### src/lsh_pkg.sv
// Shared types, constants and mixing helpers of the lookup2 string hash unit.
package lsh_pkg;

  localparam logic [31:0] GOLDEN = 32'h9e3779b9;
  localparam int BlockBytes = 12;
  localparam int MixSteps = 9;

  localparam logic [1:0] ROW_A = 2'd0;
  localparam logic [1:0] ROW_B = 2'd1;
  localparam logic [1:0] ROW_C = 2'd2;

  typedef struct packed {
    logic        first;
    logic        blk;
    logic        fin;
    logic [31:0] seed;
    logic [31:0] wa;
    logic [31:0] wb;
    logic [31:0] wc;
    logic [31:0] len;
  } job_t;

  function automatic logic [4:0] mix_shift(input logic [3:0] step);
    logic [4:0] sh;
    case (step)
      4'd0: sh = 5'd13;
      4'd1: sh = 5'd8;
      4'd2: sh = 5'd13;
      4'd3: sh = 5'd12;
      4'd4: sh = 5'd16;
      4'd5: sh = 5'd5;
      4'd6: sh = 5'd3;
      4'd7: sh = 5'd10;
      4'd8: sh = 5'd15;
      default: sh = 5'd0;
    endcase
    return sh;
  endfunction

  function automatic logic [1:0] mix_row(input logic [3:0] step);
    logic [1:0] row;
    case (step)
      4'd0, 4'd3, 4'd6: row = ROW_A;
      4'd1, 4'd4, 4'd7: row = ROW_B;
      default: row = ROW_C;
    endcase
    return row;
  endfunction

endpackage

### src/lookup2_string_hash_unit.sv
// Top level of the streaming lookup2 32-bit string hash unit.
// Usage:
//   Input queue side: drive data_byte_i, last_i, no_byte_i with push; an item is
//   taken when push is high and full is low. One key byte per item; last_i marks
//   the end of a key; no_byte_i with last_i hashes an empty key.
//   Result queue side: while empty is low, hash_value_o holds the oldest hash;
//   pulse pop to take it.
//   Seed: cfg_we_i writes cfg_data_i as the seed of the third mixing word; it
//   applies from the next key that has received no byte yet.
// Timing:
//   Bytes are taken one per cycle while full is low. Each 12-byte block and
//   each key end is a job for the mixer (one job when the final byte completes
//   a block; it is mixed, gets the length added and is mixed again). The mixer
//   runs one of its nine steps per cycle unless it stalls on a held result.
//   Long keys run at one byte per cycle; the rate of very short keys is set
//   by the mixer, which takes a new job only once the last one is done.
// Reset clears the queues, the byte counters and the seed to zero.
// If the receiver stalls, the result register holds, the mixer waits on its
// final step, the job queue fills and full rises.
module lookup2_string_hash_unit #(
  parameter int QueueDepth = 2
) (
  input  logic        clk_i,
  input  logic        rst_ni,
  input  logic        push,
  output logic        full,
  input  logic [7:0]  data_byte_i,
  input  logic        last_i,
  input  logic        no_byte_i,
  output logic        empty,
  input  logic        pop,
  output logic [31:0] hash_value_o,
  input  logic        cfg_we_i,
  input  logic [31:0] cfg_data_i
);

  lsh_pkg::job_t job_in, job_out;
  logic          job_push, job_pop, job_empty, acc;

  assign acc = push && !full;

  lsh_front u_front (
    .clk_i       (clk_i),
    .rst_ni      (rst_ni),
    .acc_i       (acc),
    .data_byte_i (data_byte_i),
    .last_i      (last_i),
    .no_byte_i   (no_byte_i),
    .cfg_we_i    (cfg_we_i),
    .cfg_data_i  (cfg_data_i),
    .job_o       (job_in),
    .job_push_o  (job_push)
  );

  lsh_queue #(
    .Depth (QueueDepth)
  ) u_queue (
    .clk_i   (clk_i),
    .rst_ni  (rst_ni),
    .push_i  (job_push),
    .data_i  (job_in),
    .full_o  (full),
    .pop_i   (job_pop),
    .data_o  (job_out),
    .empty_o (job_empty)
  );

  lsh_back u_back (
    .clk_i        (clk_i),
    .rst_ni       (rst_ni),
    .job_i        (job_out),
    .job_valid_i  (!job_empty),
    .job_pop_o    (job_pop),
    .pop_i        (pop),
    .empty_o      (empty),
    .hash_value_o (hash_value_o)
  );

endmodule

### src/lsh_front.sv
// Front end: takes key bytes, assembles 12-byte blocks and tails, issues mixing jobs.
module lsh_front (
  input  logic                clk_i,
  input  logic                rst_ni,
  input  logic                acc_i,
  input  logic [7:0]          data_byte_i,
  input  logic                last_i,
  input  logic                no_byte_i,
  input  logic                cfg_we_i,
  input  logic [31:0]         cfg_data_i,
  output lsh_pkg::job_t       job_o,
  output logic                job_push_o
);

  localparam int BufBytes = lsh_pkg::BlockBytes - 1;

  logic [7:0]  blk_byte_q [BufBytes];
  logic [3:0]  fill_q, fill_d;
  logic [31:0] len_q, len_d;
  logic [31:0] seed_q;
  logic [31:0] init_value_q;
  logic        first_q, first_d;

  logic        has_byte;
  logic        full_blk;
  logic [3:0]  n_eff;
  logic [31:0] len_next;
  logic [31:0] seed_eff;
  logic [7:0]  m [lsh_pkg::BlockBytes];
  logic [7:0]  t [lsh_pkg::BlockBytes];
  logic [31:0] tail_c;

  assign has_byte = !no_byte_i;
  assign n_eff    = fill_q + {3'd0, has_byte};
  assign full_blk = has_byte && (fill_q == 4'(lsh_pkg::BlockBytes - 1));
  assign len_next = len_q + {31'd0, has_byte};
  assign seed_eff = (len_q == '0) ? init_value_q : seed_q;

  always_comb begin
    for (int i = 0; i < lsh_pkg::BlockBytes; i++) begin
      if (i == lsh_pkg::BlockBytes - 1) begin
        m[i] = data_byte_i;
      end else begin
        m[i] = (has_byte && fill_q == 4'(i)) ? data_byte_i : blk_byte_q[i];
      end
      t[i] = (4'(i) < n_eff) ? m[i] : 8'd0;
    end
  end

  assign tail_c = {t[10], t[9], t[8], 8'd0} + len_next;

  always_comb begin
    job_o.first = first_q;
    job_o.blk   = full_blk;
    job_o.fin   = last_i;
    job_o.seed  = seed_eff;
    job_o.len   = len_next;
    if (full_blk) begin
      job_o.wa = {m[3], m[2], m[1], m[0]};
      job_o.wb = {m[7], m[6], m[5], m[4]};
      job_o.wc = {m[11], m[10], m[9], m[8]};
    end else begin
      job_o.wa = {t[3], t[2], t[1], t[0]};
      job_o.wb = {t[7], t[6], t[5], t[4]};
      job_o.wc = tail_c;
    end
  end

  assign job_push_o = acc_i && (full_blk || last_i);

  always_comb begin
    fill_d  = fill_q;
    len_d   = len_q;
    first_d = first_q;
    if (acc_i) begin
      fill_d = full_blk ? 4'd0 : n_eff;
      len_d  = len_next;
      if (full_blk) begin
        first_d = 1'b0;
      end
      if (last_i) begin
        fill_d  = 4'd0;
        len_d   = '0;
        first_d = 1'b1;
      end
    end
  end

  always_ff @(posedge clk_i or negedge rst_ni) begin
    if (!rst_ni) begin
      fill_q       <= 4'd0;
      len_q        <= '0;
      first_q      <= 1'b1;
      init_value_q <= '0;
    end else begin
      fill_q  <= fill_d;
      len_q   <= len_d;
      first_q <= first_d;
      if (cfg_we_i) begin
        init_value_q <= cfg_data_i;
      end
    end
  end

  always_ff @(posedge clk_i) begin
    if (acc_i && len_q == '0) begin
      seed_q <= init_value_q;
    end
    for (int i = 0; i < BufBytes; i++) begin
      if (acc_i && has_byte && fill_q == 4'(i)) begin
        blk_byte_q[i] <= data_byte_i;
      end
    end
  end

endmodule

### src/lsh_queue.sv
// Short job queue between the front end and the mixing back end.
module lsh_queue #(
  parameter int Depth = 2
) (
  input  logic          clk_i,
  input  logic          rst_ni,
  input  logic          push_i,
  input  lsh_pkg::job_t data_i,
  output logic          full_o,
  input  logic          pop_i,
  output lsh_pkg::job_t data_o,
  output logic          empty_o
);

  localparam int PtrW = (Depth > 1) ? $clog2(Depth) : 1;
  localparam int CntW = $clog2(Depth + 1);

  lsh_pkg::job_t mem_q [Depth];
  logic [PtrW-1:0] wptr_q, rptr_q;
  logic [CntW-1:0] cnt_q;
  logic            do_push, do_pop;

  assign full_o  = (cnt_q == CntW'(Depth));
  assign empty_o = (cnt_q == '0);
  assign do_push = push_i && !full_o;
  assign do_pop  = pop_i && !empty_o;
  assign data_o  = mem_q[rptr_q];

  always_ff @(posedge clk_i or negedge rst_ni) begin
    if (!rst_ni) begin
      wptr_q <= '0;
      rptr_q <= '0;
      cnt_q  <= '0;
    end else begin
      if (do_push) begin
        wptr_q <= (wptr_q == PtrW'(Depth - 1)) ? '0 : wptr_q + PtrW'(1);
      end
      if (do_pop) begin
        rptr_q <= (rptr_q == PtrW'(Depth - 1)) ? '0 : rptr_q + PtrW'(1);
      end
      if (do_push && !do_pop) begin
        cnt_q <= cnt_q + CntW'(1);
      end else if (do_pop && !do_push) begin
        cnt_q <= cnt_q - CntW'(1);
      end
    end
  end

  always_ff @(posedge clk_i) begin
    if (do_push) begin
      mem_q[wptr_q] <= data_i;
    end
  end

endmodule

### src/lsh_back.sv
// Back end: one lookup2 mix step per cycle unless stalled; holds the result register.
module lsh_back (
  input  logic          clk_i,
  input  logic          rst_ni,
  input  lsh_pkg::job_t job_i,
  input  logic          job_valid_i,
  output logic          job_pop_o,
  input  logic          pop_i,
  output logic          empty_o,
  output logic [31:0]   hash_value_o
);

  localparam logic [1:0] S_IDLE = 2'd0;
  localparam logic [1:0] S_MIX  = 2'd1;
  localparam logic [1:0] S_ADD  = 2'd2;

  logic [1:0]  state_q, state_d;
  logic [3:0]  step_q, step_d;
  logic        cur_fin_q, cur_fin_d;
  logic        fin_pend_q, fin_pend_d;
  logic [31:0] fc_q, fc_d;
  logic [31:0] a_q, a_d, b_q, b_d, c_q, c_d;
  logic        out_valid_q, out_valid_d;
  logic [31:0] out_q, out_d;

  logic [4:0]  sh;
  logic [1:0]  row;
  logic [31:0] na, nb, nc;
  logic        last_step, out_free, emit, stall;

  assign sh        = lsh_pkg::mix_shift(step_q);
  assign row       = lsh_pkg::mix_row(step_q);
  assign na        = (a_q - b_q - c_q) ^ (c_q >> sh);
  assign nb        = (b_q - c_q - a_q) ^ (a_q << sh);
  assign nc        = (c_q - a_q - b_q) ^ (b_q >> sh);
  assign last_step = (step_q == 4'(lsh_pkg::MixSteps - 1));
  assign out_free  = !out_valid_q || pop_i;
  assign emit      = (state_q == S_MIX) && last_step && cur_fin_q && out_free;
  assign stall     = (state_q == S_MIX) && last_step && cur_fin_q && !out_free;
  assign job_pop_o = (state_q == S_IDLE) && job_valid_i;

  always_comb begin
    state_d     = state_q;
    step_d      = step_q;
    cur_fin_d   = cur_fin_q;
    fin_pend_d  = fin_pend_q;
    fc_d        = fc_q;
    a_d         = a_q;
    b_d         = b_q;
    c_d         = c_q;
    out_valid_d = out_valid_q && !pop_i;
    out_d       = out_q;
    case (state_q)
      S_IDLE: begin
        if (job_valid_i) begin
          a_d        = (job_i.first ? lsh_pkg::GOLDEN : a_q) + job_i.wa;
          b_d        = (job_i.first ? lsh_pkg::GOLDEN : b_q) + job_i.wb;
          c_d        = (job_i.first ? job_i.seed : c_q) + job_i.wc;
          cur_fin_d  = job_i.fin && !job_i.blk;
          fin_pend_d = job_i.fin && job_i.blk;
          fc_d       = job_i.len;
          step_d     = 4'd0;
          state_d    = S_MIX;
        end
      end
      S_MIX: begin
        if (!stall) begin
          case (row)
            lsh_pkg::ROW_A: a_d = na;
            lsh_pkg::ROW_B: b_d = nb;
            default:        c_d = nc;
          endcase
          if (last_step) begin
            if (cur_fin_q) begin
              out_valid_d = 1'b1;
              out_d       = nc;
              state_d     = S_IDLE;
            end else if (fin_pend_q) begin
              state_d = S_ADD;
            end else begin
              state_d = S_IDLE;
            end
          end else begin
            step_d = step_q + 4'd1;
          end
        end
      end
      S_ADD: begin
        c_d        = c_q + fc_q;
        cur_fin_d  = 1'b1;
        fin_pend_d = 1'b0;
        step_d     = 4'd0;
        state_d    = S_MIX;
      end
      default: begin
        state_d = S_IDLE;
      end
    endcase
  end

  always_ff @(posedge clk_i or negedge rst_ni) begin
    if (!rst_ni) begin
      state_q     <= S_IDLE;
      step_q      <= 4'd0;
      cur_fin_q   <= 1'b0;
      fin_pend_q  <= 1'b0;
      out_valid_q <= 1'b0;
    end else begin
      state_q     <= state_d;
      step_q      <= step_d;
      cur_fin_q   <= cur_fin_d;
      fin_pend_q  <= fin_pend_d;
      out_valid_q <= out_valid_d;
    end
  end

  always_ff @(posedge clk_i) begin
    fc_q  <= fc_d;
    a_q   <= a_d;
    b_q   <= b_d;
    c_q   <= c_d;
    out_q <= out_d;
  end

  assign empty_o      = !out_valid_q;
  assign hash_value_o = out_q;

  a_step_range: assert property (@(posedge clk_i) disable iff (!rst_ni)
    step_q <= 4'(lsh_pkg::MixSteps - 1))
    else $error("mix step counter out of range");

  a_fin_exclusive: assert property (@(posedge clk_i) disable iff (!rst_ni)
    !(cur_fin_q && fin_pend_q))
    else $error("final phase both current and pending");

  a_result_held: assert property (@(posedge clk_i) disable iff (!rst_ni)
    out_valid_q && !pop_i |=> out_valid_q && $stable(out_q))
    else $error("waiting result lost or changed");

  a_stall_holds: assert property (@(posedge clk_i) disable iff (!rst_ni)
    stall |=> $stable(c_q) && $stable(step_q) && (state_q == S_MIX))
    else $error("mixer advanced while result register blocked");

endmodule
### config.mk
export PLATFORM = sky130hd
export DESIGN_NAME = lookup2_string_hash_unit
export DESIGN_NICKNAME = d
export VERILOG_FILES = /design/src/lsh_pkg.sv /design/src/lookup2_string_hash_unit.sv /design/src/lsh_front.sv /design/src/lsh_queue.sv /design/src/lsh_back.sv
export SDC_FILE = /design/constraint.sdc
export NUM_CORES = 2
export LEC_CHECK = 0
export BUFFER_PORTS_ARGS = -buffer_cell sky130_fd_sc_hd__buf_2
export CAP_MARGIN = 20
export CORE_MARGIN = 10
export CORE_UTILIZATION = 45
export DETAILED_ROUTE_END_ITERATION = 7
export GPL_TIMING_DRIVEN = 1
export PLACE_DENSITY = 0.66
export SLEW_MARGIN = 10
export SYNTH_ARGS = -nofsm -noshare
export SYNTH_HDL_FRONTEND = slang
export SYNTH_SLANG_ARGS = --single-unit
### constraint.sdc
create_clock -name clk_i -period 37.1 [get_ports clk_i]
set_input_delay 1.855 -clock clk_i [delete_from_list [all_inputs] [get_ports clk_i]]
set_output_delay 1.855 -clock clk_i [all_outputs]
set_load 0.02 [all_outputs]
* Yosys cells after proc, flatten, opt, wreduce, memory -nomap -nowiden
Memories as Yosys holds them, arrays and structs flattened.
Cells that the tools add are included.
** Word-level totals
- Register bits after elaboration :: 274
- Bits of input ports :: 47
- ROM bits :: 80
- Logic and storage cells :: 289
- Memories :: 3
- Bits in writable memories :: 414
- Output and inout port bits :: 34
** Cells by class
- $add $sub $neg :: 18
- Shift operators :: 3
- Reductions and logical operators :: 82
- Mux-type cells :: 121
- Order comparisons :: 11
- Bitwise gates (word level) :: 5
- Eq/ne operators :: 28
** Memory list
- u_queue.mem_q :: depth 2, width 163, read ports 1, clocked after Yosys merged registers in 0, wr ports 1, line lsh_queue.sv:18 : lsh_pkg::job_t mem_q [Depth];
- u_front.blk_byte_q :: depth 11, width 8, read ports 11, clocked after Yosys merged registers in 0, wr ports 1, line lsh_front.sv:17 : logic [7:0] blk_byte_q [BufBytes];
- (no name shown) :: depth 16, width 5, read ports 1, clocked after Yosys merged registers in 0, wr ports 0, line lsh_pkg.sv:25 : case (step)
** Operators with widths (number)
- 32-bit 2-to-1 mux :: 14
- 8-bit 2-to-1 mux :: 32
- 32-bit subtractor :: 6
- 32-bit adder :: 5
- 32-bit one-hot mux with 2 select lines :: 2
- 96-bit 2-to-1 mux :: 1
- 32-bit one-hot mux with 3 select lines :: 1
- 32-bit bitwise XOR :: 3
- 8-bit OR reduction :: 10
- 32-bit by 5-bit >> shifter with 32-bit output :: 2
- 4-bit 2-to-1 mux :: 15
- 1-bit 2-to-1 mux :: 44
- 1-bit logical AND :: 38
- 32-bit by 1-bit adder with 32-bit output :: 1
- 32-bit zero test :: 1
- 32-bit by 5-bit << shifter with 32-bit output :: 1
- 4-bit by 3-bit equality test with 1-bit output (second input constant) :: 7
- 4-bit equality test (second input constant) :: 5
- 4-bit AND reduction :: 5
- 3-bit by 4-bit < comparator with 1-bit output (first input constant) :: 4
- 2-bit 2-to-1 mux :: 7
- 4-bit by 2-bit equality test with 1-bit output (second input constant) :: 3
- 4-bit < comparator (first input constant) :: 3
- 2-bit inequality test (second input constant) :: 6
- 26 further kinds :: 52

* Longest topological paths before layout
- Depth in word-level cells :: 18
- Depth in mapped cells :: 18
- Gate-level depth less buffers :: 18

* Cells and area by module
From an unflattened synthesis, not the netlist that was laid out.
** Second synthesis, totals
- Cells, all modules :: 4635
- Area total of the unflattened synthesis :: 48770.5 µm²
** By module, submodules not included
- lsh_back :: times used 1, area an instance 25972.4 µm², cells an instance 3088
- lsh_queue :: times used 1, area an instance 12041.5 µm², cells an instance 526
- lsh_front :: times used 1, area an instance 10739.0 µm², cells an instance 1019
- lookup2_string_hash_unit :: times used 1, area an instance 17.5 µm², cells an instance 2

* Worst setup path before layout
Ideal clock, no wire load.
- Kind :: input-to-reg
- Start point :: in no_byte_i
- End point :: mem u_queue.mem_q[0][0] in the netlist's numbering (enable)
- Buffers on the path :: 1
- Library setup time :: 0.885 ns
- Slack :: 22.562 ns
- Arrival :: 13.653 ns
- Required time :: 36.215 ns
- Stages :: 6
- Cell sequence :: nor3b_1 > clkbuf_1 > nand3_1 > inv_1 > nor2_1 > nor3_1
** On the way
- Cells in the longest elaborated chain, start to end :: 7
** Ends and longest elaborated chain
- from (decl) :: line lookup2_string_hash_unit.sv:29 : input logic no_byte_i,
- 1-bit zero test :: line lsh_front.sv:33 : assign has_byte = !no_byte_i;
- 1-bit logical AND :: line lsh_front.sv:35 : assign full_blk = has_byte && (fill_q == 4'(lsh_pkg::BlockBytes - 1));
- 1-bit logical OR :: line lsh_front.sv:69 : assign job_push_o = acc_i && (full_blk || last_i);
- 1-bit logical AND :: line lsh_front.sv:69
- 1-bit logical AND :: line lsh_queue.sv:25 : assign do_push = push_i && !full_o;
- 1-bit 2-to-1 mux :: line lsh_queue.sv:50 : if (do_push) begin
- 1-bit 2-to-1 mux (implied by the code) :: line lsh_queue.sv:51 : mem_q[wptr_q] <= data_i;
- to (decl) :: line lsh_queue.sv:18
Every way passes these cells.

* Worst setup path after layout
- Start point :: reg u_queue.rptr_q
- End point :: reg u_back.b_q[30], data pin
** On the way
- Cells in the longest elaborated chain, start to end :: 5
** Ends and longest elaborated chain
- from (decl) :: line lsh_queue.sv:19 : logic [PtrW-1:0] wptr_q, rptr_q;
- from (signal assigned) :: line lsh_queue.sv:39 : rptr_q <= (rptr_q == PtrW'(Depth - 1)) ? '0 : rptr_q + PtrW'(1);
- memory 2 x 163 bit *
- 32-bit 2-to-1 mux :: line lsh_back.sv:57 : b_d = (job_i.first ? lsh_pkg::GOLDEN : b_q) + job_i.wb;
- 32-bit adder * :: line lsh_back.sv:57
- 32-bit 2-to-1 mux * :: line lsh_back.sv:55 : if (job_valid_i) begin
- 32-bit one-hot mux with 2 select lines * :: line lsh_back.sv:53 : case (state_q)
- via u_back.b_d[30] :: line lsh_back.sv:22 : logic [31:0] a_q, a_d, b_q, b_d, c_q, c_d;
- to (signal assigned) :: line lsh_back.sv:120 : b_q <= b_d;
- to (decl) :: line lsh_back.sv:22
Mark *: on every way through the listed nets, which the timed path passes. The rest lies on a longest branch. The select of a mux whose other input is x is not followed.
A chain may end at the register's enable or synchronous reset.

==> results_dict.tcl <==
set metrics [dict create \
    status "complete, no violations" \
    wl_per_cell_um 27.9 \
    cts_tree "done" \
    holdWs_ps 472 \
    cap_violations 0 \
    die_y_um 349 \
    rsz0062_at_grt "false" \
    yosysTopAreaCellShare 0.374 \
    cts_buffer_depth 3 \
    finalHoldViolations 0 \
    synth_edf_count 606 \
    grt_pass1_vias 35700 \
    area_growth_pct 9.47 \
    routed_wl_mm 170 \
    regToRegStartpoint "u_queue.rptr_q" \
    cpLargestDelayFamily "compound AO/OA/AOI/OAI gates" \
    die_area_sq_mm 0.122 \
    pin_count 81 \
    syn_area_sq_mm 0.0487 \
    cts_resized 0 \
    track_usage 0.273 \
    crit_path_start "u_queue.rptr_q" \
    core_area_sq_mm 0.107 \
    post_cts_buffers 0 \
    worstPathRequired_ps 37470 \
    gp_congestion 1.03 \
    drt-vias-per-instance 6.27 \
    yosys-top-cells-area "edfxtp_1, ha_1, mux2i_1" \
    slew_headroom 0.179 \
    drive_above_1_share 0.122 \
    clk_latency_ps 660 \
    setup_viol 0 \
    ctsHoldBuffers 0 \
    synth_cells 4613 \
    critPathLaunchType "register" \
    reg2regPathDepth 16 \
    slew_violations 0 \
    root_buffer "clkbuf_16" \
    cp.arrival_ps 6680 \
    first_pass_iters 6 \
    fin_crit_ps 6310 \
    ys_ff_latch 688 \
    clk_pin_slew_ps 60 \
    ant_nets 0 \
    r2r_setup_slack_ps 30790 \
    cp_slowest_cell "dfrtp_4" \
    clock-skew-final_ps 39.2 \
    fp.dieW_um 349 \
    syn_nets 5020 \
    io_buffers 80 \
    syn_avg_cell_area_sq_um 10.5 \
    nets 5034 \
    worst_slew_pin_slew_ps 1220 \
    min_path_type "reg2reg" \
    start_util 0.454 \
    num_rows 120 \
    cts_max_level 3 \
    yosysUniqueCellTypes 91 \
    clock.fmax_mhz 159 \
    fin_util 0.497 \
    dp_cells 5951 \
    crit_type "reg2reg" \
    path_depth 16 \
    grt_antenna_before_repair 5 \
    yosysSeqAreaShare 0.416 \
    yosys_warnings 0 \
    cp.buffers_inverters 3 \
    dp_hpwl_mm 131 \
    crit_chain "mux2i_4 > buf_4 > buf_4 > nand2_1 > ha_1 > inv_1 > fa_1 > nor2b_1 > o31ai_1 > a211oi_1 > o2111ai_1 > a31oi_1 > o41ai_1 > o21ai_0 > xnor2_1 > mux2i_1" \
    yosysTopAreaCell "edfxtp_1" \
    grt_first_pass_wirelength_mm 247 \
    synth_async_sr_flop_share 0.119 \
    drc_errors 0 \
    clock-sinks 688 \
    grt_max_degree 164 \
    vias 38200 \
    fin_tns_setup_ps 0 \
    cpPeakStageDelay_ps 1060 \
    end_kind "register" \
    first_iter_violations 4902 \
    cp-endpoint "u_back.b_q[30]" \
    ys.flop_type "edfxtp_1" \
    crit_fanout 65 \
    cts_buffers 77 \
    post-route-period-util 0.170 \
    fin_cells 6095 \
    reg2reg_to "u_back.b_q[30]" \
    grt-ovfl-total 0 \
    cpMostUsedCell "buf_4" \
]
per-layer routing:
layer,track usage,vias to the layer above,part of all wire
met1,0.401,18900,0.45
li1,-,17200,-
met5,0,-,0
met4,0.103,0,0.042
met3,0.0639,294,0.10
met2,0.384,1892,0.41
metrics by stage:
step | setup WS [ps] | instance area, sq um
3_5_place_dp | 30290 | 50600
4_1_cts | 30890 | 53300
6_report | 30790 | 53300
2_1_floorplan | 22560 | 48700
5_1_grt | 30420 | 53300
3_3_place_gp | 30320 | 50600
layout make-up:
type | instances | area [sq um]
clock buffer | 94 | 2090
tap | 1403 | 1760
sequential | 688 | 20300
timing repair buffer | 159 | 1010
antenna | 4 | 10.0
fill | 9688 | 53900
clock inverter | 46 | 599
inverter | 182 | 683
multi-input combinational | 3519 | 26900
worst min path at each step:
stage / from / end / slack (ps) / cells after the start
after floorplan: u_front.init_value_q[0] / u_front.seed_q[0] / 440 / 0
after global placement: u_front.init_value_q[23] / u_front.seed_q[23] / 450 / 0
after detailed placement: u_front.init_value_q[31] / u_front.seed_q[31] / 460 / 0
after CTS: u_front.init_value_q[29] / u_front.seed_q[29] / 480 / 0
after global routing: u_front.init_value_q[2] / u_front.seed_q[2] / 490 / 0
final: u_front.init_value_q[2] / u_front.seed_q[2] / 470 / 0
cells in the final DEF, fill, tap and decap left out, types with 20 or more instances in the layout:
cell	instances
mux2i_1	258
or3_1	25
o21bai_1	31
a31oi_1	44
and2_1	49
nor2b_1	33
a211o_1	20
fa_1	98
mux2_2	208
o21ai_0	214
o21a_1	42
a21o_1	122
a21boi_0	20
inv_1	181
clkbuf_16	79
buf_2	79
nand4_1	28
nor2_1	273
xnor2_1	207
dfrtp_1	80
xor2_1	100
ha_1	261
o31ai_1	30
buf_4	79
nand2_1	402
nand3_1	133
o211ai_1	60
o311ai_0	22
a21oi_1	309
nor3_1	69
and3_1	52
nand2b_1	29
a211oi_1	48
edfxtp_1	606
a22oi_1	22
cell usage after synthesis (18+ instances only):
library cell and count:
a211o_1 20, a211oi_1 48, a21boi_0 20, a21o_1 122, a21oi_1 311, a22o_1 19, a22oi_1 22, a31oi_1 44
and2_1 51, and3_1 52, buf_1 25, buf_2 42, clkbuf_1 140, dfrtp_1 81, edfxtp_1 606, fa_1 98
ha_1 262, inv_1 181, mux2_2 208, mux2i_1 259, mux4_2 18, nand2_1 404, nand2b_1 29, nand3_1 134
nand4_1 28, nor2_1 275, nor2b_1 34, nor3_1 73, o211ai_1 60, o21a_1 43, o21ai_0 214, o21bai_1 31
o311ai_0 22, o31ai_1 31, or2_2 19, or3_1 25, xnor2_1 207, xor2_1 100
state kept, by name, indices dropped and copies added (netlist names):
signal / count
u_back.state_q: 2
u_front.len_q: 32
u_front.seed_q: 32
u_back.b_q: 32
u_front.blk_byte_q: 88
u_front.fill_q: 4
u_queue.wptr_q: 1
u_queue.cnt_q: 2
u_back.step_q: 4
u_queue.mem_q: 326
u_queue.rptr_q: 1
u_back.out_valid_q: 1
u_back.fc_q: 32
u_front.init_value_q: 32
u_back.c_q: 32
u_front.first_q: 1
u_back.hash_value_o: 32
u_back.cur_fin_q: 1
u_back.a_q: 32
u_back.fin_pend_q: 1
logic make-up (layout without fill, tap and decap cells):
family,Yosys count,after routing,share of synthesized area
other,0,4,0
adder cells (fa/ha/maj),360,360,0.108
multiplexers,486,486,0.110
AND/OR/NAND/NOR,1181,1181,0.113
flip-flops,688,688,0.416
buffers and inverters,406,481,0.0343
AO/OA/AOI/OAI,1176,1176,0.159
XOR/XNOR,316,316,0.0595
Power is left out: the tool's default activity adds up to more than one toggle a clock period on the data nets, which glitch-free logic cannot reach.
